## src/rtl/i2crm_pkg.sv

```systemverilog
// i2crm_pkg: shared types, codes and reset values for the I2C register master.
// Depends on nothing; imported by every module of the block.
`timescale 1ns / 1ps

package i2crm_pkg;

	// Command codes carried in the input beat's tuser
	localparam logic [1:0] OP_TICK  = 2'd0;
	localparam logic [1:0] OP_READ  = 2'd1;
	localparam logic [1:0] OP_WRITE = 2'd2;

	// Configuration register indexes
	localparam logic [1:0] CFG_DEV_ADDR = 2'd0;
	localparam logic [1:0] CFG_DELAY    = 2'd1;
	localparam logic [1:0] CFG_STRETCH  = 2'd2;

	// Configuration reset values
	localparam logic [6:0]  DEV_ADDR_RST = 7'd21;
	localparam logic [15:0] DELAY_RST    = 16'd30;
	localparam logic [15:0] STRETCH_RST  = 16'd500;

	// Bus phases: start, stop, send bit, send-side ack, read bit, read-side ack
	typedef enum logic [4:0] {
		PH_IDLE,
		PH_ST0, PH_ST1, PH_ST2, PH_ST3,
		PH_SP0, PH_SP1, PH_SP2, PH_SP3,
		PH_SB0, PH_SB1, PH_SB2, PH_SB3,
		PH_SA0, PH_SA1, PH_SA2, PH_SA3,
		PH_RB0, PH_RB1, PH_RB2,
		PH_RK0, PH_RK1, PH_RK2, PH_RK3
	} phase_t;

	// Transaction stages
	typedef enum logic [2:0] {
		SG_START1, SG_ADDR_W, SG_REG, SG_START2,
		SG_ADDR_R, SG_DATA_W, SG_READ, SG_STOP
	} stage_t;

	typedef struct packed {
		logic [6:0]  dev_addr;
		logic [15:0] delay_ticks;
		logic [15:0] stretch_limit;
	} cfg_t;

	typedef struct packed {
		logic [1:0] op;
		logic [7:0] reg_addr;
		logic [7:0] write_data;
		logic [7:0] read_len;
		logic       scl_in;
		logic       sda_in;
	} tick_t;

	typedef struct packed {
		logic       scl_out;
		logic       sda_out;
		logic       busy_res;
		logic       byte_valid;
		logic [7:0] read_byte;
		logic       last_byte;
		logic       done_res;
		logic       nack_error;
	} result_t;

	typedef struct packed {
		phase_t      phase;
		stage_t      stage;
		logic [3:0]  bit_count;
		logic [7:0]  byte_count;
		logic [7:0]  shift_byte;
		logic [15:0] delay_count;
		logic [15:0] stretch_count;
		logic [7:0]  held_reg;
		logic [7:0]  held_data;
		logic [7:0]  held_len;
		logic        is_read;
		logic        scl_level;
		logic        sda_level;
		logic        error_flag;
	} state_t;

	localparam state_t STATE_RST = '{
		phase: PH_IDLE, stage: SG_START1, bit_count: 4'd0, byte_count: 8'd0,
		shift_byte: 8'd0, delay_count: 16'd0, stretch_count: 16'd0,
		held_reg: 8'd0, held_data: 8'd0, held_len: 8'd0, is_read: 1'b0,
		scl_level: 1'b1, sda_level: 1'b1, error_flag: 1'b0
	};

endpackage

```

## src/rtl/i2crm_cfg.sv

```systemverilog
// i2crm_cfg: configuration registers (device address, delay, stretch limit).
// Depends on i2crm_pkg.
`timescale 1ns / 1ps

module i2crm_cfg (
	input  logic              clk,
	input  logic              arst_n,
	input  logic              cfg_wen,
	input  logic [1:0]        cfg_index,
	input  logic [15:0]       cfg_wdata,
	output i2crm_pkg::cfg_t   cfg
);
	import i2crm_pkg::*;

	cfg_t cfg_q;

	// Register writes; unknown indexes are dropped
	always_ff @(posedge clk or negedge arst_n) begin
		if (!arst_n) begin
			cfg_q.dev_addr      <= DEV_ADDR_RST;
			cfg_q.delay_ticks   <= DELAY_RST;
			cfg_q.stretch_limit <= STRETCH_RST;
		end else if (cfg_wen) begin
			case (cfg_index)
				CFG_DEV_ADDR: cfg_q.dev_addr      <= cfg_wdata[6:0];
				CFG_DELAY:    cfg_q.delay_ticks   <= cfg_wdata;
				CFG_STRETCH:  cfg_q.stretch_limit <= cfg_wdata;
				default: begin
				end
			endcase
		end
	end

	assign cfg = cfg_q;

endmodule

```

## src/rtl/i2crm_core.sv

```systemverilog
// i2crm_core: bus sequencer state and the single-tick step logic.
// Each accepted beat advances the state by one tick and yields one result.
// Depends on i2crm_pkg.
`timescale 1ns / 1ps

module i2crm_core (
	input  logic                clk,
	input  logic                arst_n,
	input  logic                adv,
	input  i2crm_pkg::tick_t    tick,
	input  i2crm_pkg::cfg_t     cfg,
	output i2crm_pkg::result_t  res
);
	import i2crm_pkg::*;

	state_t st_q;
	state_t nxt;
	logic   finished;
	logic   is_wait;
	logic [15:0] dmax;
	logic [15:0] dcnt_inc;

	// Phase entry: clear timers and apply the pin change for that phase
	function automatic state_t f_enter(state_t s, phase_t p);
		state_t r;
		r = s;
		r.phase = p;
		r.delay_count = 16'd0;
		r.stretch_count = 16'd0;
		case (p)
			PH_ST0: begin
				r.sda_level = 1'b1;
				r.scl_level = 1'b1;
			end
			PH_ST2: r.sda_level = 1'b0;
			PH_ST3: r.scl_level = 1'b0;
			PH_SP0: begin
				r.sda_level = 1'b0;
				r.scl_level = 1'b0;
			end
			PH_SP1: r.scl_level = 1'b1;
			PH_SP3: r.sda_level = 1'b1;
			PH_SB0: begin
				r.sda_level = s.shift_byte[7];
				r.shift_byte = {s.shift_byte[6:0], 1'b0};
			end
			PH_SB1, PH_SA1, PH_RK1: r.scl_level = 1'b1;
			PH_SB3, PH_SA3, PH_RB2: r.scl_level = 1'b0;
			PH_SA0: r.sda_level = 1'b1;
			PH_RB0: begin
				if (s.bit_count == 4'd0)
					r.sda_level = 1'b1;
				r.scl_level = 1'b1;
			end
			// NACK only the final byte
			PH_RK0: r.sda_level = (s.byte_count == s.held_len - 8'd1);
			PH_RK3: begin
				r.scl_level = 1'b0;
				r.sda_level = 1'b1;
			end
			default: begin
			end
		endcase
		return r;
	endfunction

	function automatic state_t f_send(state_t s, logic [7:0] v);
		state_t r;
		r = s;
		r.shift_byte = v;
		r.bit_count = 4'd0;
		return f_enter(r, PH_SB0);
	endfunction

	// Stage entry; a read of zero bytes goes straight to the stop
	function automatic state_t f_begin(state_t s, stage_t sg, cfg_t c);
		state_t r;
		r = s;
		r.stage = sg;
		case (sg)
			SG_START1, SG_START2: r = f_enter(r, PH_ST0);
			SG_ADDR_W: r = f_send(r, {c.dev_addr, 1'b0});
			SG_REG:    r = f_send(r, s.held_reg);
			SG_ADDR_R: r = f_send(r, {c.dev_addr, 1'b1});
			SG_DATA_W: r = f_send(r, s.held_data);
			SG_READ: begin
				if (s.held_len == 8'd0) begin
					r.stage = SG_STOP;
					r = f_enter(r, PH_SP0);
				end else begin
					r.byte_count = 8'd0;
					r.bit_count = 4'd0;
					r.shift_byte = 8'd0;
					r = f_enter(r, PH_RB0);
				end
			end
			default: begin
				r.stage = SG_STOP;
				r = f_enter(r, PH_SP0);
			end
		endcase
		return r;
	endfunction

	function automatic state_t f_next(state_t s, cfg_t c);
		stage_t sg;
		sg = SG_STOP;
		case (s.stage)
			SG_START1: sg = SG_ADDR_W;
			SG_ADDR_W: sg = SG_REG;
			SG_REG:    sg = s.is_read ? SG_START2 : SG_DATA_W;
			SG_START2: sg = s.is_read ? SG_ADDR_R : SG_STOP;
			SG_ADDR_R: sg = s.is_read ? SG_READ : SG_STOP;
			default:   sg = SG_STOP;
		endcase
		return f_begin(s, sg, c);
	endfunction

	// Timers: SCL-high waits poll with a stretch limit, other phases count delay
	assign is_wait = (st_q.phase == PH_ST0) || (st_q.phase == PH_SP1) ||
	                 (st_q.phase == PH_SB1) || (st_q.phase == PH_SA1) ||
	                 (st_q.phase == PH_RB0) || (st_q.phase == PH_RK1);
	assign dmax     = (cfg.delay_ticks == 16'd0) ? 16'd1 : cfg.delay_ticks;
	assign dcnt_inc = st_q.delay_count + 16'd1;

	// One tick of the sequencer
	always_comb begin
		nxt = st_q;
		finished = 1'b0;
		res = '0;

		if (st_q.phase == PH_IDLE) begin
			if (tick.op == OP_READ || tick.op == OP_WRITE) begin
				nxt.held_reg   = tick.reg_addr;
				nxt.held_data  = tick.write_data;
				nxt.held_len   = tick.read_len;
				nxt.is_read    = (tick.op == OP_READ);
				nxt.error_flag = 1'b0;
				nxt = f_begin(nxt, SG_START1, cfg);
			end
		end else if (is_wait) begin
			if (tick.scl_in || st_q.stretch_count >= cfg.stretch_limit)
				finished = 1'b1;
			else
				nxt.stretch_count = st_q.stretch_count + 16'd1;
		end else begin
			nxt.delay_count = dcnt_inc;
			finished = (dcnt_inc >= dmax);
		end

		if (finished) begin
			case (st_q.phase)
				PH_ST0: nxt = f_enter(nxt, PH_ST1);
				PH_ST1: nxt = f_enter(nxt, PH_ST2);
				PH_ST2: nxt = f_enter(nxt, PH_ST3);
				PH_ST3: nxt = f_next(nxt, cfg);
				PH_SP0: nxt = f_enter(nxt, PH_SP1);
				PH_SP1: nxt = f_enter(nxt, PH_SP2);
				PH_SP2: nxt = f_enter(nxt, PH_SP3);
				PH_SP3: begin
					nxt = f_enter(nxt, PH_IDLE);
					res.done_res = 1'b1;
					res.nack_error = st_q.error_flag;
				end
				PH_SB0: nxt = f_enter(nxt, PH_SB1);
				PH_SB1: nxt = f_enter(nxt, PH_SB2);
				PH_SB2: nxt = f_enter(nxt, PH_SB3);
				PH_SB3: begin
					nxt.bit_count = st_q.bit_count + 4'd1;
					nxt = f_enter(nxt, (nxt.bit_count >= 4'd8) ? PH_SA0 : PH_SB0);
				end
				PH_SA0: nxt = f_enter(nxt, PH_SA1);
				PH_SA1: nxt = f_enter(nxt, PH_SA2);
				PH_SA2: begin
					// Address or register NACK on a read aborts the transfer
					if (st_q.is_read && tick.sda_in)
						nxt.error_flag = 1'b1;
					nxt = f_enter(nxt, PH_SA3);
				end
				PH_SA3: begin
					if (st_q.error_flag)
						nxt = f_begin(nxt, SG_STOP, cfg);
					else
						nxt = f_next(nxt, cfg);
				end
				PH_RB0: nxt = f_enter(nxt, PH_RB1);
				PH_RB1: begin
					nxt.shift_byte = {st_q.shift_byte[6:0], tick.sda_in};
					nxt.bit_count = st_q.bit_count + 4'd1;
					if (nxt.bit_count >= 4'd8) begin
						res.byte_valid = 1'b1;
						res.read_byte = nxt.shift_byte;
						res.last_byte = (st_q.byte_count == st_q.held_len - 8'd1);
					end
					nxt = f_enter(nxt, PH_RB2);
				end
				PH_RB2: nxt = f_enter(nxt, (st_q.bit_count >= 4'd8) ? PH_RK0 : PH_RB0);
				PH_RK0: nxt = f_enter(nxt, PH_RK1);
				PH_RK1: nxt = f_enter(nxt, PH_RK2);
				PH_RK2: nxt = f_enter(nxt, PH_RK3);
				PH_RK3: begin
					nxt.byte_count = st_q.byte_count + 8'd1;
					if (nxt.byte_count == st_q.held_len) begin
						nxt = f_begin(nxt, SG_STOP, cfg);
					end else begin
						nxt.bit_count = 4'd0;
						nxt.shift_byte = 8'd0;
						nxt = f_enter(nxt, PH_RB0);
					end
				end
				default: nxt = f_enter(nxt, PH_IDLE);
			endcase
		end

		res.scl_out  = nxt.scl_level;
		res.sda_out  = nxt.sda_level;
		res.busy_res = (nxt.phase != PH_IDLE);
	end

	// State register, advanced once per accepted beat
	always_ff @(posedge clk or negedge arst_n) begin
		if (!arst_n)
			st_q <= STATE_RST;
		else if (adv)
			st_q <= nxt;
	end

	// A completed stop always lands in idle
	a_done_idle: assert property (@(posedge clk) disable iff (!arst_n)
		adv && res.done_res |=> st_q.phase == PH_IDLE)
		else $error("done without return to idle");

	// A data byte is only produced on the read-bit sampling phase
	a_byte_phase: assert property (@(posedge clk) disable iff (!arst_n)
		adv && res.byte_valid |-> st_q.phase == PH_RB1 && st_q.is_read)
		else $error("data byte outside read phase");

	// A command taken while idle starts a start condition
	a_cmd_start: assert property (@(posedge clk) disable iff (!arst_n)
		adv && st_q.phase == PH_IDLE && (tick.op == OP_READ || tick.op == OP_WRITE)
		|=> st_q.phase == PH_ST0 && st_q.stage == SG_START1)
		else $error("command did not start a transfer");

	// An error flag is only reported together with done
	a_nack_done: assert property (@(posedge clk) disable iff (!arst_n)
		res.nack_error |-> res.done_res)
		else $error("nack error without done");

endmodule

```

## src/rtl/i2crm_out.sv

```systemverilog
// i2crm_out: result register between the step logic and the output stream.
// Depends on i2crm_pkg.
`timescale 1ns / 1ps

module i2crm_out (
	input  logic                clk,
	input  logic                arst_n,
	input  logic                load,
	input  i2crm_pkg::result_t  res,
	input  logic                m_tready,
	output logic                m_tvalid,
	output logic                room,
	output i2crm_pkg::result_t  res_out
);
	import i2crm_pkg::*;

	logic    valid_q;
	result_t res_q;

	// A new result may enter when the register is empty or draining this cycle
	assign room = !valid_q || m_tready;

	always_ff @(posedge clk or negedge arst_n) begin
		if (!arst_n)
			valid_q <= 1'b0;
		else if (load)
			valid_q <= 1'b1;
		else if (m_tready)
			valid_q <= 1'b0;
	end

	// Payload only, no reset needed
	always_ff @(posedge clk) begin
		if (load)
			res_q <= res;
	end

	assign m_tvalid = valid_q;
	assign res_out  = res_q;

endmodule

```

## src/rtl/i2c_register_master_unit.sv

```systemverilog
// i2c_register_master_unit: top level of the I2C register master.
// Instantiates i2crm_cfg, i2crm_core and i2crm_out; depends on i2crm_pkg.
`timescale 1ns / 1ps

// Every input beat is one bus timing tick with the sampled SCL and SDA levels,
// optionally carrying a read or write command (ignored while busy), and yields
// exactly one result beat with the new line drives and status. The block takes
// one beat per clock; the single result register stalls input only while a result
// waits on m_tready. Bus timing is counted in beats, not clocks: each fixed delay is
// delay_ticks beats and each SCL-high wait polls up to stretch_limit extra beats.
// Configuration is to be written only while idle; the block does not enforce this.
module i2c_register_master_unit (
	input  logic        clk,
	input  logic        arst_n,
	// configuration write port
	input  logic        cfg_wen,
	input  logic [1:0]  cfg_index,
	input  logic [15:0] cfg_wdata,
	// tick stream in
	input  logic        s_tvalid,
	output logic        s_tready,
	input  logic [31:0] s_tdata,  // reg_addr[7:0], write_data[15:8], read_len[23:16],
	                              // scl_in[24], sda_in[25], zero pad
	input  logic [1:0]  s_tuser,  // op[1:0]
	// result stream out
	output logic        m_tvalid,
	input  logic        m_tready,
	output logic [15:0] m_tdata,  // scl_out[0], sda_out[1], busy_res[2], read_byte[10:3],
	                              // done_res[11], nack_error[12], zero pad
	output logic        m_tuser,  // byte_valid
	output logic        m_tlast   // last_byte
);
	import i2crm_pkg::*;

	cfg_t    cfg;
	tick_t   tick;
	result_t res;
	result_t res_out;
	logic    room;
	logic    adv;

	// Unpack the input beat
	assign tick.op         = s_tuser;
	assign tick.reg_addr   = s_tdata[7:0];
	assign tick.write_data = s_tdata[15:8];
	assign tick.read_len   = s_tdata[23:16];
	assign tick.scl_in     = s_tdata[24];
	assign tick.sda_in     = s_tdata[25];

	assign s_tready = room;
	assign adv      = s_tvalid && room;

	i2crm_cfg u_cfg (
		.clk       (clk),
		.arst_n    (arst_n),
		.cfg_wen   (cfg_wen),
		.cfg_index (cfg_index),
		.cfg_wdata (cfg_wdata),
		.cfg       (cfg)
	);

	i2crm_core u_core (
		.clk    (clk),
		.arst_n (arst_n),
		.adv    (adv),
		.tick   (tick),
		.cfg    (cfg),
		.res    (res)
	);

	i2crm_out u_out (
		.clk      (clk),
		.arst_n   (arst_n),
		.load     (adv),
		.res      (res),
		.m_tready (m_tready),
		.m_tvalid (m_tvalid),
		.room     (room),
		.res_out  (res_out)
	);

	// Pack the result beat
	assign m_tdata = {3'b000, res_out.nack_error, res_out.done_res, res_out.read_byte,
	                  res_out.busy_res, res_out.sda_out, res_out.scl_out};
	assign m_tuser = res_out.byte_valid;
	assign m_tlast = res_out.last_byte;

endmodule

```

## config.mk

```make
export PLATFORM = sky130hd
export DESIGN_NAME = i2c_register_master_unit
export DESIGN_NICKNAME = d
export VERILOG_FILES = /design/src/rtl/i2crm_pkg.sv /design/src/rtl/i2crm_cfg.sv /design/src/rtl/i2crm_core.sv /design/src/rtl/i2crm_out.sv /design/src/rtl/i2c_register_master_unit.sv
export SDC_FILE = /design/constraint.sdc
export NUM_CORES = 1
export LEC_CHECK = 0
export ABC_AREA = 1
export BUFFER_PORTS_ARGS = -buffer_cell sky130_fd_sc_hd__buf_4
export CAP_MARGIN = 15
export CORE_UTILIZATION = 60
export DETAILED_ROUTE_END_ITERATION = 7
export GPL_TIMING_DRIVEN = 0
export PLACE_DENSITY = 0.92
export SYNTH_ARGS = -nofsm -noshare
export SYNTH_HDL_FRONTEND = slang
export SYNTH_SLANG_ARGS = --single-unit
```

## constraint.sdc

```tcl
create_clock -name clk -period 5.11 [get_ports clk]
set_clock_uncertainty 0.05 [all_clocks]
set_input_delay 0.511 -clock clk [delete_from_list [all_inputs] [get_ports clk]]
set_output_delay 0.511 -clock clk [all_outputs]
set_load 0.02 [all_outputs]
```

; ---- Word level (Yosys, flattened, before mapping)
; Index checks and enable logic that the tools add are counted.
[word_totals]
regBits = 143
in_bits = 57
out_inout_bits = 20
elab_cells = 203
[classes]
add_sub_neg = 6
magnitude_cmp = 4
eq_ne = 83
muxes = 43
n_reduce_logical = 41
[op_table]
columns = operator, n
row1 = one-hot mux 88 bit (22 select lines), 1
row2 = one-hot mux 88 bit (6 select lines), 2
row3 = two-way mux 88 bit, 6
row4 = "equality test 5 x 4 -> 1 bit, second input constant", 20
row5 = "equality test 5 bit, second input constant", 20
row6 = two-way mux 16 bit, 4
row7 = two-way mux 28 bit, 2
row8 = "equality test 5 x 3 -> 1 bit, second input constant", 10
row9 = "adder 16 x 1 -> 16 bit, second input constant", 2
row10 = greater-or-equal comparator 16 bit, 2
row11 = two-way mux 32 bit, 1
row12 = equality test 8 bit, 3
row13 = two-way mux 3 bit, 8
row14 = OR reduction 6 bit, 4
row15 = "equality test 3 bit, second input constant", 7
row16 = "equality test 5 x 2 -> 1 bit, second input constant", 4
row17 = "equality test 3 x 2 -> 1 bit, second input constant", 6
row18 = zero test 16 bit, 1
row19 = two-way mux 8 bit, 2
row20 = "subtractor 8 x 1 -> 8 bit, second input constant", 2
row21 = "equality test 5 x 1 -> 1 bit, second input constant", 3
row22 = one-hot mux 3 bit (5 select lines), 1
row23 = two-way mux 10 bit, 1
row24 = one-hot mux 1 bit (5 select lines), 2
row25 = other kinds (27), 63

; ---- Depth between registers and ports, before layout
[depth]
word_depth = 16
depth_mapped = 28
depth_no_buf = 27

; ---- Hierarchy
; From an unflattened synthesis, not the netlist that was laid out.
[hier_totals]
hier_cells = 1348
area_unflattened_um2 = 9795.6
[modules_own_cells]
columns = mod, n_inst, cells_each, area_per_inst_um2, seq_area_each_um2
row1 = i2crm_core, 1, 1147, 7583.5, 2204.6
row2 = i2crm_cfg, 1, 175, 1682.9, 992.2
row3 = i2crm_out, 1, 20, 495.5, 475.5
row4 = i2c_register_master_unit, 1, 6, 33.8, 0.0

; ---- Worst setup path after synthesis
; Ideal clock, no wire load.
[synth_path]
path_type = register -> register
start = register u_core.st_q[44] in the netlist's numbering
end = register u_out.res_q (netlist bit u_out.res_out[13]), data pin
setup_time_ns = 0.263
t_arrival_ns = 3.113
t_required_ns = 4.797
setup_slack_ns = 1.685
path_stages_with_launch = 24
n_path_buf = 0
synth_period_minus_slack_ns = 3.425
path_cell_list = dfrtp_1 > nand3_1 > nor3_1 > nand3_1 > nor2_1 > nand2_1 > nor2_1 > and3_1 > nand3_1 > xnor2_1 > ha_1 > nand2_1 > inv_1 > nand3_1 > nor3_1 > nand3_1 > nand3_1 > nand2_2 > nand2_4 > nand2_1 > inv_1 > nand3_1 > nor2_1 > a21boi_0
[synth_lines]
columns = element, line
row1 = "start, declared", i2crm_core.sv:16  ; state_t st_q;
row2 = "start signal, assigned", i2crm_core.sv:225  ; st_q <= nxt;
row3 = "end signal, assigned", i2crm_out.sv:35  ; res_q <= res;
row4 = "end, declared", i2crm_out.sv:18  ; result_t res_q;

==> flow_metrics.tcl <==
set metrics [dict create \
    final_hold_viol_count 12 \
    first_pass_iters 6 \
    synth_commonest_cells "nand2_1, inv_1, dfrtp_1, o21ai_0, nor2_1" \
    power_frac_comb_pct 50.5 \
    antenna-diode-count 0 \
    violations "hold timing" \
    wirelength_mm 26.9 \
    initial_core_util_pct 61.9 \
    clock-sinks 143 \
    vias 9442 \
    synth_area_leaders "dfrtp_1, nand2_1, inv_1" \
    r2r-end "u_out.res_out[13]" \
    synth.most_common_cell "nand2_1" \
    pwr-share-seq_pct 29.3 \
    final_layout_size_suffix_gt1_share_pct 13.3 \
    post_cts_buffers 0 \
    tightest_slew_ns 0.921 \
    leakagePower_uw 0.00547 \
    nets 1488 \
    netlist_instances 1301 \
    overflow 0 \
    r2r-start "u_core.st_q[44]" \
    insertion_delay_ns 0.43 \
    post-route-min-period_ns 4.29 \
    hpwl_mm 19.6 \
    p_sw_uw 2800 \
    antenna_found_initial 0 \
    grt_setup_unrepaired "false" \
    grt_pass1_vias 8961 \
    reg2regPathDepth 24 \
    yosysTopAreaCellShare_pct 29.7 \
    yosys_warnings 0 \
    hold_buffers 0 \
    synth_cell_types 62 \
    cts_max_level 4 \
    cp_slowest_stage_delay_ns 0.41 \
    clk_pin_slew_ns 0.06 \
    start_kind "register" \
    synthArstFlopShare_pct 89.5 \
    gp_congestion 0.981 \
    vias_per_cell 5.85 \
    portBuffers 67 \
    synth-seq-cells 143 \
    die_y_um 128 \
    path_max_fanout 8 \
    grt_pass1_wl_mm 44.1 \
    drc_errors 0 \
    drv_slew 0 \
    path_class "register to register" \
    internal_power_uw 3140 \
    detail_route.wl_per_cell_um 16.6 \
    cts_buffer_depth 2 \
    die_w_um 128 \
    worstPathArrival_ns 4.40 \
    power_density_nw_per_um2 544 \
    setup_viol 0 \
    track_usage_pct 34.8 \
    holdWs_ns -0.0197 \
    holdCritPathClass "input port to asynchronous set/reset pin" \
    syn_area_um2 9520 \
    grt_max_degree 72 \
    io_pins 77 \
    cts_repair_resize_count 0 \
    cp.required_ns 5.22 \
    cts_buffers 17 \
    ir_drop_mv 0.360 \
    r2r_setup_slack_ns 0.82 \
    core_area_um2 15400 \
    p_clk_share_pct 20.2 \
    cts_root_buffer "clkbuf_16" \
    end_kind "register" \
    fin_setup_tns_ns 0 \
    cap_violations 0 \
    status "complete, but fails checks" \
    rows 45 \
    fin_crit_sh_pct 84.0 \
    ant_nets 0 \
    cp_slowest_cell "dfrtp_1" \
    area_growth_pct 14.7 \
    cp_common_cell "nand3_1" \
    synth-edff-count 15 \
    max_freq_ghz 0.233 \
    crit_path_cell_trace "ha_1, nand2_1, nor2_1, inv_1, nor2_1, inv_1, nor4_1, nand3_1, nor2_1, xor2_1, ha_1, nand2_1, inv_1, nand3_1, nor3_1, nand3_1, nand3_1, nand2_2, nand2_4, nand2_1, inv_1, nand3_1, nor2_1, a21boi_0" \
    die_area_um2 16400 \
    sw_frac_of_total_pct 47.1 \
    yosys.area.top_type "dfrtp_1" \
    ys_seq_area_share_pct 38.6 \
    relSlewSlack_pct 37.9 \
    ys.flop_type "dfrtp_1" \
    drt_iter0_drc 1053 \
    cts_tree "yes" \
    avgSynthCellArea_um2 7.32 \
]
state kept, by name, summed over array words and instances, names as in the netlist:
| register | count |
|---|---|
| u_core.st_q | 88 |
| u_cfg.cfg | 39 |
| u_out.res_out | 15 |
| u_out.m_tvalid | 1 |
metal layers:
metal	track usage, %	up-vias	wire length [µm]
met4	15.5	0	962
met2	53.5	527	11900
met5	0	-	0
met1	47.4	4389	11400
li1	-	4438	-
met3	7.72	88	2610
worst max-delay path, delay by kind of cell (launching register included):
kind / cells / cell delay [ns]
XOR/XNOR: 1 / 0.26
adder cells (fa/ha/maj): 2 / 0.39
AO/OA/AOI/OAI: 1 / 0.15
buffers and inverters: 4 / 0.48
flip-flops: 1 / 0.41
AND/OR/NAND/NOR: 16 / 2.27
cell usage in the layout, fill, tap and decap left out, types with 5 or more instances in the layout:
cell / n
nand3_1: 71
xnor2_1: 10
o21ai_0: 111
o21ai_1: 21
buf_6: 5
nor4_1: 10
a31oi_1: 9
nand4_1: 16
a22oi_1: 6
inv_1: 184
xor2_1: 17
o22ai_1: 10
a21oi_1: 41
a22o_1: 14
ha_1: 40
buf_4: 71
clkbuf_1: 18
nor2_2: 5
nor2_1: 105
nor3_1: 20
inv_2: 16
dfstp_2: 15
dfrtp_1: 113
edfxtp_1: 15
nor2_4: 8
clkbuf_16: 17
nand2_1: 341
o32ai_1: 5
o21ai_2: 5
nand2_2: 7
area by class of cell:
| cell class | count | area [µm²] |
|---|---|---|
| Buffer | 31 | 169 |
| Clock buffer | 19 | 433 |
| Clock inverter | 13 | 130 |
| Fill cell | 1189 | 4450 |
| Inverter | 202 | 761 |
| Multi-Input combinational cell | 927 | 4930 |
| Sequential cell | 143 | 3670 |
| Tap cell | 211 | 264 |
| Timing Repair Buffer | 69 | 562 |
worst max-delay path by stage:
stage,startpoint,endpoint,slack (ns),cells after the start
6_report,u_core.st_q[44],u_out.res_out[13],0.82,24
3_3_place_gp,u_core.st_q[44],u_out.res_out[13],1.05,23
5_1_grt,u_core.st_q[44],u_out.res_out[12],0.34,25
4_1_cts,u_core.st_q[44],u_out.res_out[12],0.85,25
3_5_place_dp,u_core.st_q[44],u_out.res_out[12],0.89,25
2_1_floorplan,u_core.st_q[44],u_out.res_out[13],1.68,23
kinds of logic (layout without fill, tap and decap cells):
logic type / count (synthesis) / count (layout) / synth area share (%)
DFF: 143 / 143 / 38.6
adders and majority gates: 40 / 40 / 5.26
other: 1 / 3 / 0.0394
AOI/OAI and AO/OA: 252 / 252 / 15.7
buffers and inverters: 233 / 334 / 9.76
and+or+nand+nor: 604 / 604 / 28.1
muxes: 1 / 1 / 0.118
xor gates and xnor gates: 27 / 27 / 2.48
power by group through the flow:
stage	Sequential (µW)	Combinational [µW]	Clock, µW
floorplan	1690	2180	0
global placement	1730	2800	0
detailed placement	1740	2880	0
CTS	1730	2930	1200
global route	1780	3330	1250
finish	1740	3000	1200
per-stage QoR:
step | instances | utilization [%] | setup slack, ns | total power, µW | cell area, µm²
after global routing | 1615 | 71.0 | 0.340 | 6360 | 10900
after floorplan | 1303 | - | 1.68 | 3870 | 9530
final | 1615 | 71.0 | 0.820 | 5940 | 10900
after CTS | 1615 | 71.0 | 0.848 | 5860 | 10900
after detailed placement | 1583 | 67.4 | 0.895 | 4620 | 10400
after global placement | 1581 | 67.0 | 1.05 | 4530 | 10300
Note: power is estimated with default switching activity, not from simulation.
